### config.mk
export PLATFORM = sky130hd
export DESIGN_NAME = bale_ram
export DESIGN_NICKNAME = d
export VERILOG_FILES = /design/src/rtl/core/bounded_array_list_engine_macros.svh /design/src/rtl/core/bale_pkg.sv /design/src/rtl/core/bale_ram.sv
export SDC_FILE = /design/constraint.sdc
export NUM_CORES = 2
export LEC_CHECK = 0
export BUFFER_PORTS_ARGS = -buffer_cell sky130_fd_sc_hd__clkbuf_2
export CAP_MARGIN = 20
export CORE_UTILIZATION = 35
export CTS_CLUSTER_SIZE = 20
export DETAILED_ROUTE_END_ITERATION = 16
export SLEW_MARGIN = 20
export SYNTH_ARGS = -nofsm -noshare
export SYNTH_HDL_FRONTEND = slang
export SYNTH_SLANG_ARGS = --single-unit
### constraint.sdc
create_clock -name clock -period 6.72 [get_ports clock]
set_clock_uncertainty 0.15 [all_clocks]
set_input_delay 0.336 -clock clock [delete_from_list [all_inputs] [get_ports clock]]
set_output_delay 0.336 -clock clock [all_outputs]
set_load 0.005 [all_outputs]
### src/rtl/core/bounded_array_list_engine_macros.svh
// Assertion macros shared by the array list engine RTL.
`ifndef BOUNDED_ARRAY_LIST_ENGINE_MACROS_SVH
`define BOUNDED_ARRAY_LIST_ENGINE_MACROS_SVH
`ifndef SYNTHESIS
`define BALE_ASSERT(lbl, clk, rst, prop, msg) \
   lbl: assert property (@(posedge clk) disable iff (rst) (prop)) else $error(msg);
`define BALE_ASSERT_IMPL(lbl, clk, rst, ante, cons, msg) \
   lbl: assert property (@(posedge clk) disable iff (rst) (ante) |-> (cons)) else $error(msg);
`else
`define BALE_ASSERT(lbl, clk, rst, prop, msg)
`define BALE_ASSERT_IMPL(lbl, clk, rst, ante, cons, msg)
`endif
`endif

### src/rtl/core/bale_pkg.sv
// Shared constants and types of the array list engine.
`timescale 1ns / 1ps
`default_nettype none
package bale_pkg;

   localparam int BALE_CAPACITY = 64;
   localparam int BALE_KEY_BITS = 32;

   localparam int OPCODE_BITS = 3;
   localparam int POS_BITS    = 7;
   localparam int INDEX_BITS  = 6;
   localparam int SIZE_BITS   = 7;

   typedef enum logic [OPCODE_BITS-1:0] {
      OP_INSERT_AT     = 3'd0,
      OP_SORTED_INSERT = 3'd1,
      OP_DELETE        = 3'd2,
      OP_FIND          = 3'd3,
      OP_BSEARCH       = 3'd4,
      OP_COUNT         = 3'd5,
      OP_CLEAR         = 3'd6
   } opcode_type;

endpackage
`default_nettype wire

### src/rtl/core/bale_ram.sv
// Single-port-write, single-port-read key store with registered read data.
`timescale 1ns / 1ps
`default_nettype none
module bale_ram
   import bale_pkg::*;
#(
   parameter int DEPTH = BALE_CAPACITY,
   parameter int WIDTH = BALE_KEY_BITS
) (
   input  wire logic                     clock,
   input  wire logic                     wr_en,
   input  wire logic [$clog2(DEPTH)-1:0] wr_addr,
   input  wire logic [WIDTH-1:0]         wr_data,
   input  wire logic                     rd_en,
   input  wire logic [$clog2(DEPTH)-1:0] rd_addr,
   output logic      [WIDTH-1:0]         rd_data
);

   logic [WIDTH-1:0] mem [DEPTH];

   always_ff @(posedge clock) begin
      if (wr_en) begin
         mem[wr_addr] <= wr_data;
      end
      if (rd_en) begin
         rd_data <= mem[rd_addr];
      end
   end

endmodule
`default_nettype wire

==> flow_metrics.py <==
metrics = {
    "status": {
        "status": "completed",
    },
    "die": {
        "rows": 173,
        "io-pin-count": 79,
        "start_util": 0.354,
        "die_area_um2": 227000,
        "die_y_um": 477,
        "core_um2": 223000,
        "die_w_um": 477,
    },
    "logic_synthesis": {
        "synth_edf_count": 2080,
        "synth-xor-area-share": 0,
        "yosysSeqAreaShare": 0.792,
        "synth_simple_gate_area_frac": 0.0126,
        "synth.net_count": 3371,
        "synth_flop_cell": "edfxtp_1",
        "synth_area_leaders": "edfxtp_1 79%, mux4_2 16%, mux2i_1 1.2%",
        "synth_top_cell_area_share": 0.792,
        "synthesis.area_um2": 78800,
        "synth_cell_types": 33,
        "synth_compound_area_frac": 0.0167,
        "synthAdderAreaFrac": 0,
        "yosysWarnings": 0,
        "muxShareOfSynthArea": 0.167,
        "ys_ff_latch": 2080,
        "synth_top_area_cell": "edfxtp_1",
        "synth.avg_cell_area_um2": 23.7,
        "synth-async-reset-ratio": 0,
        "synth_cells": 3324,
        "yosysMostFrequentCell": "edfxtp_1",
        "synth_common_cells": "2080 x edfxtp_1, 544 x mux4_2, 137 x nor2_1",
        "synth_top_family_by_area": "multiplexers",
    },
    "clock_tree": {
        "insertion_delay_ps": 850,
        "numCtsBuffers": 198,
        "numClockSinks": 2080,
        "cts_tree": "done",
        "cts_max_path_buffers": 3,
        "clockRootBuffer": "clkbuf_16",
        "cts.htree.levels": 4,
        "clk_pin_slew_ps": 60,
        "post_cts_resized": 0,
    },
    "final_layout": {
        "drive_above_1_share": 0.295,
        "area_growth_pct": 14.3,
        "fillers": 19500,
        "fin_nets": 3621,
    },
    "placement": {
        "dp_slack_ps": 2250,
        "place_congestion": 0.819,
        "port_buffers": 78,
        "hpwl_mm": 110,
    },
    "global_routing": {
        "grt_pass1_vias": 37100,
        "grt_max_degree": 104,
        "grt_antenna_before_repair": 11,
        "grt.overflow.total": 0,
        "grt_use_total": 0.182,
        "grt_pass1_wl_mm": 291,
    },
    "timing": {
        "maxSlewHeadroom": 0.311,
        "grt_setup_unrepaired": "false",
        "slew_violations": 0,
        "min_period_ps": 3650,
        "timing.final.ws_setup_ps": 3070,
        "finalSetupViolCount": 0,
        "setup_tns_ps": 0,
        "period_share": 0.543,
        "fmax_mhz": 274,
        "worst_pin_slew_ps": 1030,
        "hold_viol_final": 0,
    },
    "power": {
        "power_leakage_nw": 27.6,
        "power.density_nw_per_um2": 295,
        "ir_drop_uv": 217,
    },
    "detailed_routing": {
        "dr.pass1.iters": 5,
        "wirelength_mm": 209,
        "drtAntennaViolNets": 0,
        "via_per_inst": 5.54,
        "wl_per_cell_um": 31.1,
        "drt-initial-drc-count": 5092,
        "drc": 0,
        "route.vias.total": 37200,
    },
    "setup_path": {
        "critical_path_class": "input port to register",
        "start_kind": "input port",
        "crit_path_max_fanout": 65,
        "cp_data_arrival_time_ps": 4000,
        "endpoint_kind": "register",
        "worst_ep_required_time_ps": 7070,
    },
    "worst_hold_path": {
        "min_path_type": "input port to register",
    },
    "job": {
        "max_cap_viol_count": 0,
    },
}
registers in the layout (all words and copies together), names as in the netlist:
register	cells
rd_data	32
mem	2048
logic make-up after synthesis:
| logic type | after synthesis |
|---|---|
| simple gates | 223 |
| flops | 2080 |
| buf+inv | 182 |
| mux | 637 |
| compound gates | 202 |
cells in the final DEF (no fill, tap or decap), drive strengths merged:
master	instances
edfxtp	2080
o221ai	27
nor3	7
or3b	5
nor2	137
and3	4
nand2	26
diode	7
bufinv	15
inv	4
clkbuf	315
or2	3
a21oi	62
mux2i	93
nand3	5
o32ai	4
nand2b	8
a22oi	12
buf	150
a31oi	1
o22ai	84
mux4	544
a41o	4
and2	2
nand3b	5
clkinvlp	2
nor2b	15
a311oi	8
nand4	2
nand4b	1
or3	3
dlygate4sd3	8
clkinv	96
layer usage:
| layer | GRT usage | vias to the layer above | part of all wire |
|---|---|---|---|
| li1 | - | 14800 | - |
| met1 | 0.257 | 20500 | 0.41 |
| met2 | 0.290 | 1687 | 0.48 |
| met5 | 0 | - | 0.000062 |
| met3 | 0.0317 | 237 | 0.082 |
| met4 | 0.0487 | 2 | 0.024 |
timing repair:
item	4_1_cts	5_1_grt
endpoints found under the hold margin	134	0
setup buffers	0	0
hold buffers	8	0
endpoints found under the setup margin	0	0
critical path, cell delays in order:
cell	delay, ps
buf_8	610
buf_4	480
buf_4	290
mux4_2	530
mux4_2	560
o22ai_1	760
nor2_1	310
power by group:
group | internal, mW | switching (mW) | total, mW
Sequential | 14.4 | 0.0470 | 14.4
Combinational | 0.480 | 0.899 | 1.38
Clock | 6.01 | 4.76 | 10.8
Total | 20.9 | 5.71 | 26.6
layout make-up:
| class | count | area [µm²] | area share |
|---|---|---|---|
| antenna | 7 | 17.5 | 0.000194 |
| clock buffer | 241 | 5140 | 0.0570 |
| clock inverter | 117 | 1050 | 0.0117 |
| tap | 2975 | 3720 | 0.0413 |
| timing repair buffer | 232 | 1740 | 0.0193 |
| multi-input combinational | 1062 | 16000 | 0.177 |
| sequential | 2080 | 62500 | 0.693 |
per-stage QoR:
stage               std cells  instance area [µm²]  utilization  power (mW)  hold WS, ps
floorplan                3324                78800            -        15.4          285
global placement         6341                83800        0.376        16.1          602
detailed placement       6341                83800        0.376        16.1          595
CTS                      6707                90100        0.404        26.8         2.46
global route             6708                90100        0.404        27.3         19.2
finish                   6714                90100        0.404        26.6         49.5
worst paths after layout:
check / cells past startpoint / endpoint / startpoint / slack [ps]
max reg2reg: 4 / rd_data[9] / mem[15][9] / 3750
min: 2 / mem[12][23] / wr_data[23] / 50
max: 7 / rd_data[9] / rd_addr[0] / 3070
min reg2reg: 4 / rd_data[4] / mem[12][4] / 750
No activity file was read; power rests on OpenSTA's default activity.
